<file path="config.mk">
export PLATFORM = sky130hd
export DESIGN_NAME = slx_cell
export DESIGN_NICKNAME = d
export VERILOG_FILES = /design/src/rtl/slx_pkg.sv /design/src/rtl/slx_cell.sv
export SDC_FILE = /design/constraint.sdc
export NUM_CORES = 1
export LEC_CHECK = 0
export BUFFER_PORTS_ARGS = -buffer_cell sky130_fd_sc_hd__buf_2
export CAP_MARGIN = 20
export CORE_AREA = 2 2 312 314
export DETAILED_ROUTE_END_ITERATION = 12
export DIE_AREA = 0 0 314 316
export PLACE_DENSITY = 0.43
export SYNTH_ARGS = -nofsm -noshare
export SYNTH_HDL_FRONTEND = slang
export SYNTH_SLANG_ARGS = --single-unit
</file>
<file path="constraint.sdc">
create_clock -name clk_i -period 1.1 [get_ports clk_i]
set_input_delay 0.11 -clock clk_i [delete_from_list [all_inputs] [get_ports clk_i]]
set_output_delay 0.11 -clock clk_i [all_outputs]
set_load 0.01 [all_outputs]
</file>
<file path="src/rtl/slx_pkg.sv">
`default_nettype none

package slx_pkg;

  localparam int CoordW = 32;
  localparam int RegW   = 31;
  localparam int QBits  = 35;
  localparam int NumW   = 99;
  localparam int DenW   = 66;
  localparam int PosW   = 37;

  typedef enum logic {
    RegTol   = 1'b0,
    RegSlack = 1'b1
  } reg_idx_e;

  typedef struct packed {
    logic signed [CoordW-1:0] a_start_x;
    logic signed [CoordW-1:0] a_start_y;
    logic signed [CoordW-1:0] a_end_x;
    logic signed [CoordW-1:0] a_end_y;
    logic signed [CoordW-1:0] b_start_x;
    logic signed [CoordW-1:0] b_start_y;
    logic signed [CoordW-1:0] b_end_x;
    logic signed [CoordW-1:0] b_end_y;
  } in_t;

  typedef struct packed {
    logic                     found;
    logic signed [CoordW-1:0] cross_x;
  } out_t;

  typedef struct packed {
    logic                     va;
    logic                     vb;
    logic                     dz;
    logic                     ovf;
    logic signed [CoordW-1:0] x1;
    logic signed [CoordW-1:0] x3;
    logic signed [CoordW-1:0] loa;
    logic signed [CoordW-1:0] hia;
    logic signed [CoordW-1:0] lob;
    logic signed [CoordW-1:0] hib;
  } side_t;

  typedef struct packed {
    logic [DenW-1:0]  rem;
    logic [QBits-1:0] low;
    logic [QBits-1:0] q;
    logic [DenW-1:0]  ad;
    logic             neg;
    side_t            side;
  } cell_t;

endpackage

`default_nettype wire

</file>
<file path="src/rtl/slx_cell.sv">
`default_nettype none

module slx_cell import slx_pkg::*; (
  input  wire logic  clk_i,
  input  wire logic  rst_ni,
  input  wire logic  valid_i,
  input  wire cell_t cell_i,
  output logic       valid_o,
  output cell_t      cell_o
);

  logic [DenW:0] trial;
  logic          ge;

  assign trial = {cell_i.rem, cell_i.low[QBits-1]};
  assign ge    = trial >= {1'b0, cell_i.ad};

  always_ff @(posedge clk_i or negedge rst_ni) begin
    if (!rst_ni) begin
      valid_o <= 1'b0;
    end else begin
      valid_o <= valid_i;
    end
  end

  always_ff @(posedge clk_i) begin
    cell_o.rem  <= ge ? DenW'(trial - {1'b0, cell_i.ad}) : DenW'(trial);
    cell_o.low  <= {cell_i.low[QBits-2:0], 1'b0};
    cell_o.q    <= {cell_i.q[QBits-2:0], ge};
    cell_o.ad   <= cell_i.ad;
    cell_o.neg  <= cell_i.neg;
    cell_o.side <= cell_i.side;
  end

endmodule

`default_nettype wire

</file>
-- Word-level counts from Yosys, hierarchy flattened
Cells that the tools add are included.
Widths: inputs -> output; s select.
- flip-flop bits (word level): 399
- logic and storage cells: 19
- bits of input ports: 402
- output and inout port bits: 400
- mux-type cells: 1
- order comparisons: 1
- add/sub/neg operators: 1
- operators by type and width (kind ; count):
    $ge 67x66->1 ; 1
    $mux 66 ; 1
    $sub 66x66->66 ; 1

-- Depth between registers and ports, before layout
- word-level depth: 2
- depth in mapped cells: 15
- mapped depth without buffers: 13

-- Worst setup path after synthesis
OpenSTA, ideal clock, no wires.
- kind: input to register
- start: input cell_i[332] (netlist name)
- end: register cell_o[397] (netlist name)
- arrival time: 2703 ps
- library setup time: 121 ps
- cell stages on the path: 13
- data required time: 979 ps
- path buffers: 0
- setup slack: -1724 ps
- path through: inv_1 > ha_1 > inv_1 > fa_1 > a211o_1 > a211o_1 > a41oi_2 > o211ai_1 > a31o_1 > a21o_1 > a21oi_1 > xnor2_1 > mux2_4
- cells in the longest elaborated chain, start to end: 2
- elaborated cells on any way between the ends: 3
- those cells by class: add/sub: 1; order compare: 1; mux: 1
- ends and longest elaborated chain (element ; line ; source):
    start, declared ; slx_cell.sv:7 ; input wire cell_t cell_i,
    $sub 66x66->66 / $ge 67x66->1 (equally long branches) ; slx_cell.sv:27, slx_cell.sv:16 ;
    $mux 66 (*) ; slx_cell.sv:27 ; cell_o.rem <= ge ? DenW'(trial - {1'b0, cell_i.ad}) : DenW'(trial);
    end, declared ; slx_cell.sv:9 ; output cell_t cell_o
Mark *: on every way between the ends. The rest lies on a longest branch, timed or not.

-- Worst setup path in the final report
- start: input cell_i[332] (netlist name)
- end: register cell_o[381] (netlist name)
Same word-level chain as after synthesis.

==> metrics.txt <==
Via-to-Cell Ratio=approximately 3.7; remaining antenna violation count=0; Critical Path AT=around 2.9 ns; final setup violation count=about 470; CTS Buffer Depth=3; Worst setup SP type=input pin; Gate Count Post-Synth=between 1,000 and 1,500; H-tree levels=2; critical path class=input pin to register; #FFs+latches synth=between 300 and 400; uppermost layer routed=met5; Final Util=0.3239; worst-path fanout max=4; largest net degree at the start of global routing=16; Hold Path Class=input pin to register; GRT Resource Usage Total=0.1843; fin. max-slew vios=0; port bufs=between 700 and 800; delay of the slowest cell on the worst path=~0.37 ns; Root Driver=clkbuf_16; met2 WL post-DR=~48,000 um; post-layout min period=2.337 ns; Worst setup EP type=register; slowest cell on the critical path=a211o_4; most common flop cell mapped by yosys=dfxtp_1; Worst Tran Pin Value=a little over 0.5 ns; layout cells sized above 1=0.6311; Critical Path, Cell by Cell=buf_12 > inv_12 > ha_4 > inv_2 > fa_2 > a211o_1 > a211o_4 > a41oi_2 > o211ai_1 > a31o_1 > a21o_1 > buf_6 > xor2_1 > mux2_4; most frequent cell after synthesis=dfxtp_1; Mapped Nets=about 1,700; Top delay family on crit path=compound AO/OA/AOI/OAI gates; failing checks=hold timing, setup timing; critical path data required time=about 1.6 ns; DP Cell Count=3,542; Cell variety after synth=77; Buf/Inv on CP=4; top post-synthesis cells by area=dfxtp_1, mux2_4, ha_1; Avg WL per Cell=roughly 23 um; die span in y=between 300 and 400 um; area leader, netlist=dfxtp_1; Avg Cell Area, Syn=between 10 and 15 um2; most frequent cells after synthesis=dfxtp_1, inv_1, a21oi_1; fin nets=approximately 3,200; first-pass GRT wire length=between 100,000 and 150,000 um; routability cong.=about 0.83; Hold Worst Slack=-0.2206 ns; CTS tree=done; power per cell area=about 1500 nW/um2; Final Hold Vio Count=1; Ports=between 800 and 900; DRT iter0 DRCs=around 520; Routed WL=95,370 um; metal3 WL=roughly 11,000 um; Met1 Wirelength=roughly 33,000 um; leakage power=~0.014 uW; Synth async-reset ratio=0.002506; via count=around 15,000; vias in the first global route=between 15,000 and 20,000; Max Clk Rate=0.4279 GHz; outcome=finished, violations left; YS warnings=0; DIE AREA=between 90,000 and 100,000 um2; EDFF count, synth=0; min setup slack post-route=-1.237 ns; Setup TNS=-107.03 ns; 1st-pass router iterations=5; Die W=~310 um; top-area cell type share of the netlist area=0.5827; fin crit share=2.125; MaxCap Viol Count=0; Core Area=roughly 96,000 um2; Area Overhead vs Synth=127.4%; mapped cell area=roughly 14,000 um2; Slew headroom=0.6569; pre-CTS WS=-2.399 ns; register area share after synthesis=0.5846; setup repair after global routing missed its margin=true; clock buffer count from CTS=52; CTS Sinks=399; Peak VDD IR=1.060 mV; Non-Filler Instances=~4,100; Detailed Place HPWL=just under 80,000 um; Power Total=46,610 uW; num rows=114; initial antenna violation count=60; DR DRC count=0; Worst-path clk slew=0.06 ns; Initial Utilization=0.1424; global route overflow=0
[placed cells by master, fill, tap and decap left out, types with 9 or more instances in the layout]
master / netlist / routed
inv_1: 88 / 61
dlygate4sd3_1: 0 / 400
a21o_1: 34 / 34
xor2_1: 23 / 22
buf_4: 1 / 348
dfxtp_1: 398 / 93
nand3_1: 15 / 11
a21oi_1: 84 / 70
nor2_1: 58 / 51
clkbuf_16: 0 / 54
dfxtp_2: 0 / 304
inv_2: 0 / 21
ha_1: 66 / 27
mux2_4: 57 / 61
diode_2: 0 / 10
o21bai_1: 14 / 13
buf_2: 14 / 471
buf_8: 0 / 14
nor3_1: 15 / 14
buf_6: 5 / 321
xnor2_1: 33 / 33
o21ai_0: 45 / 35
a21oi_2: 7 / 15
nand2_1: 57 / 51
ha_4: 0 / 38
nand4_1: 26 / 26
clkbuf_8: 0 / 9
[path summary, 6_finish.rpt]
check | from | endpoint | slack [ns] | cells past startpoint
max in group asynchronous | rst_ni | valid_o$_DFF_PN0_ | 0.68 | 3
min in group asynchronous | rst_ni | valid_o$_DFF_PN0_ | 0.32 | 3
hold / removal | cell_i[333] | cell_o[334]$_DFF_P_ | -0.22 | 2
setup / recovery | cell_i[332] | cell_o[381]$_DFF_P_ | -1.24 | 14
[final cells by class]
type | count | area [um2]
repair inverters | 1 | 11.26
well taps | 1276 | 1597
inverters | 89 | 371.6
flip-flops and latches | 399 | 8377
repair buffers | 1564 | 13010
clock buffers | 70 | 1480
multi-input cells | 657 | 5916
diodes | 10 | 25.02
fillers | 9913 | 64900
clock inverters | 23 | 304.0
[power by group]
part / switching [uW] / internal, uW
registers: 572 / 15900
logic: 5230 / 6850
clock network: 7420 / 10700
[through the flow]
| step | hold slack [ns] | cell area (um2) |
|---|---|---|
| after detailed placement | -0.1129 | 21770 |
| after global placement | -0.1146 | 21770 |
| final | -0.2206 | 31090 |
| after floorplan | -0.1856 | 14040 |
| after CTS | -0.2995 | 30500 |
| after global routing | -0.2466 | 31080 |
[cells by family after synthesis]
kind of cell	after synthesis	synth area share
other	1	0.0002743
buffers and inverters	130	0.04932
AND/OR/NAND/NOR	213	0.07641
multiplexers	64	0.06808
flip-flops	399	0.5846
adder cells (fa/ha/maj)	67	0.06186
XOR/XNOR	56	0.03587
AO/OA/AOI/OAI	256	0.1236
[sequential cells by signal (all words and copies together), names as in the netlist]
name     flops
cell_o     398
valid_o      1
[timing repair]
action / 4_1_cts / 5_1_grt
hold buffers: 395 / 5
resized for setup: 864 / 149
setup endpoints to repair: 466 / 466
gates cloned: 3 / 2
pin swaps: 41 / 33
endpoints found under the hold margin: 399 / 6
buffers inserted: 36 / 14
[metal layers]
| metal | vias up | GRT usage |
|---|---|---|
| met2 | 576 | 0.3318 |
| met5 | - | 0 |
| li1 | 7271 | - |
| met3 | 174 | 0.09104 |
| met4 | 48 | 0.06525 |
| met1 | 6931 | 0.1830 |
No activity file was read; power rests on OpenSTA's default activity.
