### src/rtl/slx_pkg.sv
`default_nettype none

package slx_pkg;

  localparam int CoordW = 32;
  localparam int RegW   = 31;
  localparam int QBits  = 35;
  localparam int NumW   = 99;
  localparam int DenW   = 66;
  localparam int PosW   = 37;

  typedef enum logic {
    RegTol   = 1'b0,
    RegSlack = 1'b1
  } reg_idx_e;

  typedef struct packed {
    logic signed [CoordW-1:0] a_start_x;
    logic signed [CoordW-1:0] a_start_y;
    logic signed [CoordW-1:0] a_end_x;
    logic signed [CoordW-1:0] a_end_y;
    logic signed [CoordW-1:0] b_start_x;
    logic signed [CoordW-1:0] b_start_y;
    logic signed [CoordW-1:0] b_end_x;
    logic signed [CoordW-1:0] b_end_y;
  } in_t;

  typedef struct packed {
    logic                     found;
    logic signed [CoordW-1:0] cross_x;
  } out_t;

  typedef struct packed {
    logic                     va;
    logic                     vb;
    logic                     dz;
    logic                     ovf;
    logic signed [CoordW-1:0] x1;
    logic signed [CoordW-1:0] x3;
    logic signed [CoordW-1:0] loa;
    logic signed [CoordW-1:0] hia;
    logic signed [CoordW-1:0] lob;
    logic signed [CoordW-1:0] hib;
  } side_t;

  typedef struct packed {
    logic [DenW-1:0]  rem;
    logic [QBits-1:0] low;
    logic [QBits-1:0] q;
    logic [DenW-1:0]  ad;
    logic             neg;
    side_t            side;
  } cell_t;

endpackage

`default_nettype wire

### src/rtl/slx_back.sv
`default_nettype none

module slx_back import slx_pkg::*; (
  input  wire logic            clk_i,
  input  wire logic            rst_ni,
  input  wire logic            valid_i,
  input  wire cell_t           cell_i,
  input  wire logic [RegW-1:0] slack_i,
  output logic                 done_o,
  output out_t                 result_o
);

  logic [1:0] v_q;

  logic signed [PosW-1:0] qpos, qs, pos1_q, pos2_q, slk, lwa, hwa, lwb, hwb, c;
  logic                   fail1_q, fail2_q;
  side_t                  s1_q, s2_q;

  assign qpos = $signed({2'b00, cell_i.q});
  assign qs   = cell_i.neg ? (-qpos - $signed(37'(cell_i.rem != '0))) : qpos;
  assign slk  = $signed({6'b0, slack_i});
  assign lwa  = 37'(s1_q.loa) - slk;
  assign hwa  = 37'(s1_q.hia) + slk;
  assign lwb  = 37'(s1_q.lob) - slk;
  assign hwb  = 37'(s1_q.hib) + slk;

  always_comb begin
    c = pos2_q;
    if (c > 37'(s2_q.hia)) c = 37'(s2_q.hia);
    if (c > 37'(s2_q.hib)) c = 37'(s2_q.hib);
    if (c < 37'(s2_q.loa)) c = 37'(s2_q.loa);
    if (c < 37'(s2_q.lob)) c = 37'(s2_q.lob);
  end

  always_ff @(posedge clk_i or negedge rst_ni) begin
    if (!rst_ni) begin
      v_q    <= '0;
      done_o <= 1'b0;
    end else begin
      v_q    <= {v_q[0], valid_i};
      done_o <= v_q[1];
    end
  end

  always_ff @(posedge clk_i) begin
    s1_q <= cell_i.side;
    if (cell_i.side.va) begin
      pos1_q <= 37'(cell_i.side.x1);
    end else if (cell_i.side.vb) begin
      pos1_q <= 37'(cell_i.side.x3);
    end else begin
      pos1_q <= qs;
    end
    fail1_q <= !cell_i.side.va && !cell_i.side.vb && (cell_i.side.dz || cell_i.side.ovf);

    s2_q    <= s1_q;
    pos2_q  <= pos1_q;
    fail2_q <= fail1_q || (pos1_q < lwa) || (pos1_q > hwa) || (pos1_q < lwb) ||
               (pos1_q > hwb);

    result_o.found   <= !fail2_q;
    result_o.cross_x <= fail2_q ? '0 : c[CoordW-1:0];
  end

endmodule

`default_nettype wire
### config.mk
export PLATFORM = sky130hd
export DESIGN_NAME = slx_back
export DESIGN_NICKNAME = d
export VERILOG_FILES = /design/src/rtl/slx_pkg.sv /design/src/rtl/slx_back.sv
export SDC_FILE = /design/constraint.sdc
export NUM_CORES = 1
export LEC_CHECK = 0
export ABC_CLOCK_PERIOD_IN_PS = 11170
export BUFFER_PORTS_ARGS = -buffer_cell sky130_fd_sc_hd__buf_2
export CORE_MARGIN = 5
export CORE_UTILIZATION = 52
export DETAILED_ROUTE_END_ITERATION = 8
export PLACE_DENSITY = 0.87
export REMOVE_ABC_BUFFERS = 1
export SLEW_MARGIN = 30
export SYNTH_ARGS = -nofsm -noshare
export SYNTH_HDL_FRONTEND = slang
export SYNTH_SLANG_ARGS = --single-unit
### constraint.sdc
create_clock -name clk_i -period 11.17 [get_ports clk_i]
set_input_delay 2.234 -clock clk_i [delete_from_list [all_inputs] [get_ports clk_i]]
set_output_delay 2.234 -clock clk_i [all_outputs]
set_load 0.1 [all_outputs]
# After elaboration in Yosys (flattened, before gate mapping)
# Index checks and enable logic that the tools add are counted.
# totals
ff_bits	368
latch_bits	0
ram_bits	0
romBits	0
in_bits	433
memories	0
# classes
add_sub_neg	6
mul	0
div	0
magnitude_cmp	8
eq_ne	0
n_shift	0
mux	7
n_bitwise	0
reduce_logical	11
# op_table
operator	count
37-bit 2-to-1 mux	6
37-bit by 32-bit greater-than comparator with 1-bit output	2
37-bit by 33-bit greater-than comparator with 1-bit output	2
37-bit by 32-bit less-than comparator with 1-bit output	2
37-bit by 33-bit less-than comparator with 1-bit output	2
32-bit by 32-bit adder with 33-bit output	2
66-bit nonzero test	1
32-bit by 32-bit subtractor with 33-bit output	2
35-bit negation with 37-bit output	1
37-bit by 2-bit subtractor with 37-bit output	1
32-bit 2-to-1 mux	1
1-bit logical OR	5
1-bit logical NOT	3
1-bit logical AND	2

# Longest topological paths before layout
# Gate-level depths: netlist (run 1).
# depth
word_depth	8
ltp_mapped	46
mapped_depth_nobuf	40

# Worst setup path before layout (run 1)
# No wires, ideal clock.
# synth_timing
kind	reg-to-reg
start	reg s2_q[95] (netlist bit)
end	reg result_o[0] (netlist bit)
setup_ns	0.116
arrival_ns	10.775
setup_slack_ns	0.278
path_stages_with_launch	45
path_cell_list	dfxtp_1 -> inv_1 -> ha_1 -> clkbuf_1 -> nand4_1 -> nor4_1 -> and3_1 -> o21ai_0 -> nand4_1 -> mux2i_1 -> buf_2 -> mux2_2 -> ha_1 -> a21o_1 -> a221o_1 -> a221oi_2 -> nor2_1 -> nor4_2 -> [... 9 more ...] -> a2111oi_0 -> nand2_1 -> o311ai_4 -> buf_6 -> mux2_4 -> ha_1 -> a21o_1 -> a21o_1 -> a21o_1 -> a21o_1 -> a21oi_1 -> o21ai_0 -> a22o_1 -> or4_1 -> or3_1 -> buf_4 -> buf_4 -> a41o_1
# synth_via
elab_chain_len	8
# synth_rtl
item	line	rtl
start: declaration	slx_back.sv:17	side_t s1_q, s2_q;
start signal: assignment	slx_back.sv:56	s2_q <= s1_q;
37-bit by 32-bit greater-than comparator with 1-bit output	slx_back.sv:29	if (c > 37'(s2_q.hia)) c = 37'(s2_q.hia);
37-bit 2-to-1 mux *	slx_back.sv:29	
37-bit by 32-bit greater-than comparator with 1-bit output	slx_back.sv:30	if (c > 37'(s2_q.hib)) c = 37'(s2_q.hib);
37-bit 2-to-1 mux *	slx_back.sv:30	
37-bit by 32-bit less-than comparator with 1-bit output	slx_back.sv:31	if (c < 37'(s2_q.loa)) c = 37'(s2_q.loa);
37-bit 2-to-1 mux *	slx_back.sv:31	
37-bit by 32-bit less-than comparator with 1-bit output	slx_back.sv:32	if (c < 37'(s2_q.lob)) c = 37'(s2_q.lob);
32-bit 2-to-1 mux *	slx_back.sv:32	
end: declaration	slx_back.sv:10	output out_t result_o
# Mark *: on every way between the ends. The rest lies on a longest branch, timed or not.
# A chain may end at the register's enable or synchronous reset.

# Worst setup path after layout (run 1)
# layout_timing
start	reg s2_q[95] (netlist bit)
end	reg result_o[19] (netlist bit)
# Same word-level chain as after synthesis.

==> results of run 1 <==
[worst min-delay path by stage]
stage                   from        to  slack [ns]  depth (start not counted)
finish              s1_q[94]  s2_q[94]        0.34                          0
global route          v_q[1]    done_o        0.35                          0
CTS                   v_q[1]    done_o        0.34                          0
detailed placement    v_q[1]    done_o        0.33                          0
global placement      v_q[1]    done_o        0.33                          0
floorplan           s1_q[32]  s2_q[32]        0.33                          0
[metrics by stage]
step / cell area [um2] / std cells / setup slack, ns / power (mW) / utilization
3_5_place_dp: 28100 / 3792 / -0.3477 / 3.853 / 0.5910
2_1_floorplan: 24640 / 2709 / -2.200 / 3.053 / -
3_3_place_gp: 28100 / 3792 / -0.03894 / 3.775 / 0.5910
4_1_cts: 29530 / 3864 / 0.1434 / 5.262 / 0.6210
5_1_grt: 29900 / 3883 / -0.09591 / 5.771 / 0.6288
6_report: 29900 / 3885 / 0.2590 / 5.470 / 0.6289
[synth_stat cells, types with 8 or more instances]
library cell,number
o211ai_1,16
xnor2_1,73
and2_1,9
nor2_1,136
nor3_1,29
a21o_1,132
o21a_1,30
a21oi_1,250
clkbuf_1,28
nor2b_1,34
inv_1,258
nand2_1,142
o21ai_0,147
xor2_1,62
mux2_2,82
and3_1,11
nor4_1,28
mux2_4,10
a211oi_1,26
nand3_1,52
nand4_1,74
dfxtp_1,365
or3_1,8
a31oi_1,16
mux2i_1,31
a311oi_1,36
a221oi_1,8
nand2b_1,37
ha_1,454
o22ai_1,9
o21bai_1,31
[sequential cells by signal, indices dropped and copies added, names as in the netlist]
signal and count:
done_o 1, fail1_q 1, fail2_q 1, pos1_q 37, pos2_q 37, result_o 33
s1_q 128, s2_q 128, v_q 2
[critical path: cells and delay by family (launching register included)]
kind                       cells  cell delay (ns)
AOI/OAI and AO/OA             15             3.02
buffers and inverters         12             1.77
DFF                            1             0.34
and+or+nand+nor               11             2.67
muxes                          5             1.63
adders and majority gates      4             1.27
[routing by layer]
metal  vias to the layer above  wire length, um  GRT usage
li1                      11020                -          -
met1                     10500            33390     0.3619
met2                       860            33160     0.4353
met3                       167             5876    0.04609
met4                        28             2928     0.1051
met5                         -              177          0
[cell families after synthesis]
kind of cell / share of synthesized area
flip-flops: 0.2968
AND/OR/NAND/NOR: 0.1196
multiplexers: 0.05844
buffers and inverters: 0.04838
XOR/XNOR: 0.04753
adder cells (fa/ha/maj): 0.2316
AO/OA/AOI/OAI: 0.1977
[report_power, final]
part | internal [mW] | leakage [nW] | switching (mW) | total [mW]
logic | 1.17 | 11.3 | 1.43 | 2.60
registers | 1.41 | 3.10 | 0.0874 | 1.50
clock network | 0.821 | 0.675 | 0.554 | 1.38
[area by class of cell]
| class | count | area [um2] | area share |
|---|---|---|---|
| diodes | 3 | 7.507 | 0.0002511 |
| clock buffers | 54 | 1186 | 0.03967 |
| clock inverters | 18 | 206.4 | 0.006904 |
| inverters | 259 | 972.2 | 0.03251 |
| multi-input cells | 2082 | 16540 | 0.5532 |
| flip-flops and latches | 368 | 7385 | 0.2470 |
| well taps | 615 | 769.5 | 0.02573 |
| repair buffers | 486 | 2833 | 0.09473 |
[repair_timing]
| item | in CTS | in global routing |
|---|---|---|
| setup buffers | 0 | 17 |
| gates cloned | 0 | 1 |
| pin swaps | 1 | 16 |
| setup endpoints to repair | 32 | 32 |
| resized for setup | 6 | 43 |
==> reports/metrics.csv, run 1 <==
stage;metric;value;unit
placement;Final Wtd Congestion;0.9371;
yosys;YS warnings;0;
power;static leakage;15.07;nW
setup_path;delay of the slowest critical-path stage;0.59;ns
global_route;grt total ovfl;0;
route;WL final;75.53;mm
setup_path;critical path type;reg2reg;
sta;Setup Skew;0.02244;ns
sta;Slew headroom;0.3697;
finish;commonest non-fill, non-tap cell in the layout;ha_1;
clock_network;Clock transition at path regs;0.06;ns
floorplanning;Initial Utilization;0.5232;
yosys;Post-synth EDFFs;0;
sta;part of the cycle the worst path needs;0.9768;
sta;final slew viol count;0;
route;DR iter-0 viols;1503;
clock_network;Sink Count;368;
setup_path;r2r setup slk;0.26;ns
finish;synthesis-to-layout area growth;20.20;%
finish;layout cells sized above 1;0.2161;
setup_path;CP Launch Type;register;
finish;filler instances;3836;
yosys;Avg Inst Size Synth;9.030;um2
global_route;number of global-route vias before repair;22260;
clock_network;latest clock arrival within the worst-skew pair;0.57;ns
setup_path;Worst Path Required;11.60;ns
floorplanning;core footprint;47550;um2
placement;PortBufs;365;
sta;min Tclk post-route;10.91;ns
route;vias per cell;5.812;
floorplanning;Rows;80;
route;DRC;0;
global_route;total track usage;0.2698;
setup_path;reg2reg path depth;47;
route;Vias;22580;
sta;Fin. Hold Viols;0;
yosys;mapped cell area;24880;um2
floorplanning;die area;52310;um2
sta;Setup Viol. Count Final;0;
run_status;status;finished, final reports clean;
global_route;first-pass GRT wire length;113.7;mm
clock_network;CTS Buffer Depth;3;
yosys;Netlist cell types;79;
placement;Detailed Place HPWL;61.55;mm
route;drt first pass iters;5;
route;post-route ant nets;0;
setup_path;CP max FO;21;
setup_path;crit end category;register;
setup_path;Worst setup startpoint;s2_q[95];
sta;setup TNS;0;ns
finish;commonest cells after routing, fill and taps aside;453 x ha_1, 364 x buf_2, 363 x dfxtp_1;
clock_network;H-tree depth;2;
sta;worst hold margin;0.3425;ns
setup_path;RR Endpoint;result_o[19];
floorplanning;I/O pin count;467;
clock_network;clk root buf;clkbuf_16;
yosys;sequential-to-total area share from yosys stat;0.2968;
setup_path;FF-to-FF Start;s2_q[95];
global_route;initial antenna violation count;19;
job;MaxCap Viol Count;0;
sta;max frequency;0.09165;GHz
setup_path;crit path DAT;11.34;ns
power;pwr/cell area;182.9;nW/um2
sta;slew at the pin closest to its max-slew limit;0.9216;ns
yosys;post-synth top area share;0.2937;
clock_network;CTS tree;built;
floorplanning;Die X;228.7;um
yosys;Synth area leaders;dfxtp_1 29%, ha_1 23%, a21oi_1 5.0%;
global_route;largest net degree at the start of global routing;54;
power;worst-case vdd ir drop;112.8;uV
yosys;#FFs+latches synth;368;
setup_path;crit path to;result_o[19];
yosys;post-synthesis cell count;2755;
yosys;Yosys top cell by area;dfxtp_1;
setup_path;Critical Path Slowest Stage Cell;or4_4;
yosys;Primary FF master, synth;dfxtp_1;
floorplanning;Die Y-Extent;228.7;um
hold_path;Hold Path Class;reg2reg;
finish;fin nets;4129;
route;Routed wire per std cell;19.44;um
yosys;Post-synth ARST share;0.008152;
clock_network;# hold bufs at CTS;0;
clock_network;Num CTS Buffers;41;
Power figures use the tool's default switching activity.
==> run 2, diff against run 1 <==
--- a/config.mk
+++ b/config.mk
@@ -7,10 +7,11 @@
 export LEC_CHECK = 0
 export ABC_CLOCK_PERIOD_IN_PS = 11170
 export BUFFER_PORTS_ARGS = -buffer_cell sky130_fd_sc_hd__buf_2
+export CORE_ASPECT_RATIO = 0.9
 export CORE_MARGIN = 5
-export CORE_UTILIZATION = 52
+export CORE_UTILIZATION = 45
 export DETAILED_ROUTE_END_ITERATION = 8
-export PLACE_DENSITY = 0.87
+export PLACE_DENSITY = 0.78
 export REMOVE_ABC_BUFFERS = 1
 export SLEW_MARGIN = 30
 export SYNTH_ARGS = -nofsm -noshare
==> reports/metrics.csv, run 2 (synthesized netlist as in run 1, its figures left out) <==
stage;metric;value;unit
clock_network;CTS Buffer Depth;3;
global_route;met3 Resource Use GR;0.05447;
setup_path;crit path DAT;11.26;ns
clock_network;Clock transition at path regs;0.06;ns
clock_network;# hold bufs at CTS;0;
sta;Setup Skew;0.01479;ns
power;static leakage;14.94;nW
clock_network;Sink Count;368;
sta;slew at the pin closest to its max-slew limit;0.8730;ns
global_route;GRT met1 Usage;0.3308;
finish;filler instances;4905;
clock_network;Num CTS Buffers;41;
job;MaxCap Viol Count;0;
power;Clk network pwr share;0.261;
finish;area occupied by registers;7383;um2
setup_path;Buffers & Inverters on Critical Path;10;
finish;commonest non-fill, non-tap cell in the layout;ha_1;
clock_network;H-tree depth;2;
power;switching pwr;2.003;mW
finish;commonest cells after routing, fill and taps aside;454 x ha_1, 365 x buf_2, 364 x dfxtp_1;
power;worst-case vdd ir drop;121.6;uV
floorplanning;Initial Utilization;0.4562;
floorplanning;Die X;257.8;um
finish;largest registers;s1_q (128), s2_q (128);
clock_network;CTS tree;built;
global_route;busiest grt layer;met2;
global_route;grt total ovfl;0;
sta;Setup Viol. Count Final;0;
setup_path;crit end category;register;
sta;min Tclk post-route;10.84;ns
setup_path;Critical Path Slowest Stage Cell;or4_4;
route;vias per cell;5.563;
power;Comb power frac;0.462;
setup_path;reg2reg path depth;46;
sta;max frequency;0.09225;GHz
route;Vias;22030;
route;DR iter-0 viols;1516;
sta;part of the cycle the worst path needs;0.9705;
hold_path;cell depth of the worst hold path;0;
finish;synthesis-to-layout area growth;19.67;%
global_route;met2 usage;0.3774;
setup_path;Top Family by Delay on Critical Path;compound AO/OA/AOI/OAI gates;
route;DRC;0;
route;Routed wire per std cell;18.98;um
setup_path;delay of the slowest critical-path stage;0.50;ns
power;Cell Int Power;3.381;mW
sta;Slew headroom;0.4126;
route;WL final;75.15;mm
floorplanning;Rows;81;
placement;Detailed Place HPWL;62.58;mm
finish;fin nets;4107;
route;post-route ant nets;0;
setup_path;r2r setup slk;0.33;ns
setup_path;CP max FO;32;
finish;area occupied by multi-input gates;16430;um2
run_status;status;finished, final reports clean;
placement;PortBufs;365;
floorplanning;Die Y-Extent;233.1;um
setup_path;CP Launch Type;register;
power;Reg power frac;0.278;
global_route;first-pass GRT wire length;114.3;mm
setup_path;critical path type;reg2reg;
power;Final Total Pwr;5.383;mW
finish;layout cells sized above 1;0.2062;
clock_network;latest clock arrival within the worst-skew pair;0.57;ns
global_route;largest net degree at the start of global routing;54;
clock_network;clk root buf;clkbuf_16;
placement;Final Wtd Congestion;0.9321;
power;switching portion of total power;0.3720;
hold_path;HP Start;v_q[1];
global_route;initial antenna violation count;28;
hold_path;Min-Delay Endpoint;done_o;
floorplanning;I/O pin count;467;
floorplanning;core footprint;54520;um2
setup_path;FF-to-FF Start;s2_q[95];
setup_path;RR Endpoint;result_o[31];
power;pwr/cell area;180.8;nW/um2
sta;final slew viol count;0;
finish;fin util;0.5460;
route;drt first pass iters;5;
global_route;number of global-route vias before repair;21620;
hold_path;Hold Path Class;reg2reg;
global_route;total track usage;0.2401;
sta;Fin. Hold Viols;0;
floorplanning;die area;60090;um2
setup_path;Worst Path Required;11.59;ns
run 2: cell count changes in the layout (fill, tap and decap cells not counted), sizes merged:
| cell | before | now |
|---|---|---|
| buf | 485 | 463 |
| bufinv | 3 | 5 |
| clkbuf | 55 | 53 |
| clkinv | 8 | 10 |
| clkinvlp | 5 | 2 |
| diode | 3 | 10 |
| inv | 261 | 262 |
run 2: worst max-delay path by stage:
stage                   from           end  slack (ns)  cells past startpoint
global placement    s2_q[95]  result_o[18]       -0.03                     43
floorplan           s2_q[95]   result_o[0]       -2.20                     39
finish              s2_q[95]  result_o[31]        0.33                     46
CTS                 s2_q[95]  result_o[16]        0.05                     43
detailed placement  s2_q[95]  result_o[16]       -0.26                     44
global route        s2_q[95]  result_o[30]       -0.07                     47
run 2: cell type report:
class,instances,area share
clock buffers,52,0.03863
well taps,705,0.02963
repair buffers,464,0.09007
diodes,10,0.0008406
multi-input cells,2082,0.5518
flip-flops and latches,368,0.2480
clock inverters,20,0.008364
inverters,259,0.03266
run 2: timing repair:
item,in CTS,in global routing
cloned,0,1
resized for setup,4,27
endpoints found under the setup margin,32,32
setup buffers,0,6
endpoints found under the hold margin,0,0
pin swaps,0,12
run 2: power groups by stage:
stage          sequential [mW]  combinational, mW  clock, mW
2_1_floorplan             1.58               1.47          0
3_3_place_gp              1.52               2.29          0
3_5_place_dp              1.52               2.35          0
4_1_cts                   1.49               2.39       1.43
5_1_grt                   1.50               2.74       1.48
6_report                  1.50               2.48       1.40
run 2: layer usage:
layer,routed length [um],vias up
li1,-,10990
met1,34460,10110
met2,31860,751
met3,6396,140
met4,2221,36
met5,207,-
run 2: worst register-to-register path, delay by kind of cell, from the launching register on:
family / cells / cell delay (ns)
DFF: 1 / 0.36
muxes: 5 / 1.62
and+or+nand+nor: 12 / 2.90
adders and majority gates: 4 / 1.23
AOI/OAI and AO/OA: 15 / 3.12
buffers and inverters: 10 / 1.48
run 2: per-stage QoR:
step	TNS, ns	hold WS [ns]	std cells	instance area, um2	setup WS, ns
CTS	0	0.3522	3943	29560	0.05231
floorplan	-67.75	0.3308	2709	24640	-2.200
detailed placement	-5.285	0.3395	3871	28140	-0.2632
finish	0	0.3491	3960	29770	0.3300
global placement	-0.2193	0.3364	3871	28140	-0.03068
global route	-1.339	0.3610	3953	29750	-0.07153
